--- config.mk ---
export PLATFORM = sky130hd
export DESIGN_NAME = urxf_regs
export DESIGN_NICKNAME = d
export VERILOG_FILES = /design/src/hw/rtl/urxf_pkg.sv /design/src/hw/rtl/urxf_regs.sv
export SDC_FILE = /design/constraint.sdc
export NUM_CORES = 1
export LEC_CHECK = 0
export BUFFER_PORTS_ARGS = -buffer_cell sky130_fd_sc_hd__buf_4
export CAP_MARGIN = 20
export CORE_UTILIZATION = 35
export CTS_BUF_LIST = sky130_fd_sc_hd__clkbuf_4
export CTS_CLUSTER_DIAMETER = 60
export CTS_CLUSTER_SIZE = 25
export DETAILED_ROUTE_END_ITERATION = 10
export GPL_TIMING_DRIVEN = 0
export HOLD_SLACK_MARGIN = 0.12
export SYNTH_ARGS = -nofsm -noshare
export SYNTH_HDL_FRONTEND = slang
export SYNTH_SLANG_ARGS = --single-unit
--- constraint.sdc ---
create_clock -name clk -period 1.6 [get_ports clk]
set_clock_uncertainty 0.1 [all_clocks]
set_input_delay 0.32 -clock clk [delete_from_list [all_inputs] [get_ports clk]]
set_output_delay 0.32 -clock clk [all_outputs]
set_load 0.01 [all_outputs]
--- src/hw/rtl/urxf_pkg.sv ---
// Shared types and constants for the UART register block with receive FIFO.
// Used by the register decoder, the FIFO and the top level.
`timescale 1ns / 1ps

package urxf_pkg;

  localparam logic [1:0] ACT_READ  = 2'd0;
  localparam logic [1:0] ACT_WRITE = 2'd1;
  localparam logic [1:0] ACT_RX    = 2'd2;
  localparam logic [1:0] ACT_NONE  = 2'd3;

  localparam logic [2:0] REG_ID     = 3'd0;
  localparam logic [2:0] REG_STATUS = 3'd1;
  localparam logic [2:0] REG_CTRL   = 3'd2;
  localparam logic [2:0] REG_TXDATA = 3'd3;
  localparam logic [2:0] REG_RXDATA = 3'd4;

  localparam logic [31:0] ID_VALUE = 32'h1234_0002;

  typedef struct packed {
    logic push;
    logic pop;
  } fifo_cmd_t;

  typedef struct packed {
    logic empty;
    logic full;
    logic last;
  } fifo_sts_t;

  typedef struct packed {
    logic [31:0] read_data;
    logic        tx_valid;
    logic [7:0]  tx_byte;
    logic        irq_pulse;
    logic        rx_overflow;
    logic        rx_underflow;
    logic        from_fifo;
  } res_t;

endpackage

--- src/hw/rtl/urxf_regs.sv ---
// Register decoder: control and receive-available state, FIFO commands and result fields.
// Depends on urxf_pkg for codes, register indexes and structs.
`timescale 1ns / 1ps

module urxf_regs (
  input  logic                clk,
  input  logic                rst_n,
  input  logic                en,
  input  logic [1:0]          action,
  input  logic [2:0]          word_index,
  input  logic [31:0]         write_data,
  input  urxf_pkg::fifo_sts_t sts,
  output urxf_pkg::fifo_cmd_t cmd,
  output urxf_pkg::res_t      res
);

  logic [31:0]         ctrl_r, ctrl_nxt;
  logic                avail_r, avail_nxt;
  urxf_pkg::fifo_cmd_t cmd_raw;

  always_comb begin
    cmd_raw   = '0;
    res       = '0;
    ctrl_nxt  = ctrl_r;
    avail_nxt = avail_r;
    unique case (action)
      urxf_pkg::ACT_READ: begin
        unique case (word_index)
          urxf_pkg::REG_ID:     res.read_data = urxf_pkg::ID_VALUE;
          urxf_pkg::REG_STATUS: res.read_data = {30'd0, avail_r, 1'b1};
          urxf_pkg::REG_CTRL:   res.read_data = ctrl_r;
          urxf_pkg::REG_RXDATA: begin
            if (sts.empty) begin
              res.rx_underflow = 1'b1;
            end else begin
              cmd_raw.pop   = 1'b1;
              res.from_fifo = 1'b1;
              if (sts.last) begin
                avail_nxt     = 1'b0;
                res.irq_pulse = ctrl_r[0];
              end
            end
          end
          default: res.read_data = '0;
        endcase
      end
      urxf_pkg::ACT_WRITE: begin
        unique case (word_index)
          urxf_pkg::REG_CTRL: begin
            ctrl_nxt      = write_data;
            res.irq_pulse = write_data[0] | (avail_r & write_data[1]);
          end
          urxf_pkg::REG_TXDATA: begin
            res.tx_valid  = 1'b1;
            res.tx_byte   = write_data[7:0];
            res.irq_pulse = ctrl_r[0] | (avail_r & ctrl_r[1]);
          end
          default: ;
        endcase
      end
      urxf_pkg::ACT_RX: begin
        if (sts.full) begin
          res.rx_overflow = 1'b1;
        end else begin
          cmd_raw.push = 1'b1;
        end
        avail_nxt     = 1'b1;
        res.irq_pulse = ctrl_r[0] | ctrl_r[1];
      end
      default: ;
    endcase
  end

  assign cmd = en ? cmd_raw : '0;

  always_ff @(posedge clk) begin
    if (!rst_n) begin
      ctrl_r  <= '0;
      avail_r <= 1'b0;
    end else if (en) begin
      ctrl_r  <= ctrl_nxt;
      avail_r <= avail_nxt;
    end
  end

endmodule

==> impl_results.md <==
- Status: complete, but fails checks
- Failing checks: negative setup slack
- CP max stage delay: 0.23 ns
- Leading area contributor after synthesis: dfxtp_1
- #FFs+latches synth: 33
- Sequential share of power: 52.8%
- First-pass GRT wire length: 7.69 mm
- Root Driver: clkbuf_4
- Initial antenna violation count: 0
- Drt total wl: 4.86 mm
- Fin crit share: 107%
- DIE AREA: 5170 um2
- Top Family by Delay on Critical Path: simple AND/OR/NAND/NOR gates
- Worst EP arrival: 1.30 ns
- Post-layout net count: 390
- Internal power: 1.18 mW
- Mapped cell area: 1710 um2
- Final Hold Viols: 0
- DP HPWL: 3.23 mm
- Critical-path top delay cell: and3b_2
- Final WS setup: -0.120 ns
- Bufs and invs on worst path: 4
- GRT Util Overall: 19.1%
- Startpoint Class: input pin
- Number of flops mapped to enable cells by yosys: 0
- Worst-Margin Slew: 0.723 ns
- Filler cell count: 410
- Logic pwr share: 17.6%
- CTS tree: yes
- Pwr/cell area: 492 nW/um2
- Max-cap violations: 0
- Clock Power Share: 29.6%
- Bufs on Longest Clock Path: 2
- Critical path type: in -> out
- Worst hold path class: in -> reg
- Peak Freq: 0.581 GHz
- Final core utilization: 67.7%
- Asr flop ratio synth: 0%
- Number of buffers created by CTS: 5
- Worst-path fanout max: 6
- Crit path time final: 1.72 ns
- Storage cell area: 667 um2
- Initial Utilization: 36.2%
- Synthesized Nets: 263
- Via count: 1855
- Most used DFF post-synth: dfxtp_1
- Commonest cells in the netlist: nand2_1 (57), dfxtp_1 (33), and2_1 (28)
- DR vias/cell: 4.47
- Die H: 71.9 um
- Rows: 25
- Slew HR: 51.8%
- Multi-input combinational cell area: 1060 um2
- Area delta synth->final: 86.9%
- Worst path cell trace: buf_12 > nor3_4 > and3b_2 > buf_12 > buf_8 > and2_4 > buf_6
- Max Slew Vio Count: 0
- Switching share of total power: 24.8%
- Grt total ovfl: 0
- CTS sink count: 33
- Average routed wire per standard cell: 11.7 um
- Net Switching: 391 uW
- WP data required: 1.18 ns
- DRC: 0
- Count leader, synth: nand2_1
- Vias in the first global route: 1703
- Finish-stage setup viols: 35
- Largest net degree at the start of global routing: 11
- Critical path's most frequent cell: buf_12
- H-Tree Level Count: 2
- Detail Route Antenna Nets: 0
- Top-area cell type share of the netlist area: 38.6%
- Final RePlAce weighted congestion: 0.738
- Port bufs: 88
- Setup TNS: -2.75 ns
- Seq/Total Area, Yosys: 38.6%
- Mean post-synth cell area: 7.78 um2
- Worst hold slack: 0.132 ns
- Max IR drop VDD: 0.000265 V
- Core area: 4720 um2
- ANT cells: 0
- I/O pin count: 90
- First-pass DRT Iterations: 4
- Area contributors post-synth: dfxtp_1 (39%), nand2_1 (13%), and2_1 (10%)
- CTS clock-pin slew for the worst setup and hold paths: 0.09 ns
- Yosys cell types: 30
- Synthesized instance count: 220
- Unrepaired setup endpoints after global routing: yes
- Critical Path End Type: output port
- Synthesis Warnings: 0
- Layout cells sized above 1: 54.9%
- Initial DRC count: 68
- Die X: 71.9 um
- Place WS: -0.361 ns
- P_leak: 1.34 nW
- Clk Latency, worst-skew pair: 0.33 ns
## worst paths after layout
kind / start / endpoint / slack [ns] / depth (start not counted)
setup / recovery: word_index[0] / res[42] / -0.12 / 7
setup reg to reg: avail_r / avail_r / 0.81 / 2
hold / removal: write_data[24] / ctrl_r[24] / 0.13 / 3
hold reg to reg: ctrl_r[31] / ctrl_r[31] / 0.36 / 2
## worst min-delay path: stages
cell	delay, ns
buf_4	0.11
nand2_1	0.04
a21oi_1	0.05
## power by group through the flow
stage | Clock, mW | Combinational, mW | Sequential, mW
floorplan | 0 | 0.0687 | 0.849
global placement | 0 | 0.186 | 0.850
detailed placement | 0 | 0.186 | 0.850
CTS | 0.478 | 0.247 | 0.832
global route | 0.518 | 0.299 | 0.832
finish | 0.465 | 0.277 | 0.831
## layer usage
layer  wire length (um)  global-route usage, %  share of wire (%)  vias up
li1                   -                      -                  -      967
met1               2200                   23.9                 45      831
met2               2410                   32.3                 49       50
met3                193                   4.44                4.0        7
met4                 65                   6.54                1.3        0
met5                  0                      0                  0        -
## layout by cell type, fill, tap and decap left out, types with 2 or more instances in the layout
cell / n
nand2_1: 56
buf_4: 56
buf_6: 39
dfxtp_1: 30
and2_4: 25
a21oi_1: 25
dlygate4sd3_1: 21
a21oi_2: 13
nand2_2: 11
buf_8: 10
and3_4: 9
inv_1: 6
clkbuf_4: 6
buf_2: 4
buf_12: 3
nor2_1: 3
and2_1: 3
clkbuf_1: 3
mux2i_1: 2
dfxtp_2: 2
clkinv_2: 2
## per-stage QoR
| step | total power, mW | area (um2) | std cells |
|---|---|---|---|
| floorplan | 0.918 | 1710 | 220 |
| global placement | 1.04 | 2460 | 375 |
| detailed placement | 1.04 | 2460 | 375 |
| CTS | 1.56 | 3030 | 405 |
| global route | 1.65 | 3200 | 415 |
| finish | 1.57 | 3200 | 415 |
## cell families after synthesis
logic type      after synthesis  share of synthesized area (%)
compound gates               42                           15.4
buf+inv                      23                           8.26
flops                        33                           38.6
mux                           3                           1.83
simple gates                119                           36.0
## sequential cells by signal (all words and copies together) (netlist names)
register	count
ctrl_r	32
avail_r	1
## timing repair
| item | in CTS | in global routing |
|---|---|---|
| endpoints found under the setup margin | 42 | 44 |
| endpoints found under the hold margin | 16 | 5 |
| gates resized for setup | 86 | 29 |
| hold buffers | 16 | 5 |
| buffers inserted | 3 | 5 |
| pin swaps | 33 | 7 |
| gates cloned | 3 | 0 |
## cell type report
type,count,share of cell area [%]
inverters,7,0.821
plain buffers,16,5.28
clock inverters,2,0.313
clock buffers,6,1.41
multi-input cells,164,33.0
well taps,67,2.62
flip-flops and latches,33,20.8
repair buffers,120,35.7
Power figures use the tool's default switching activity.
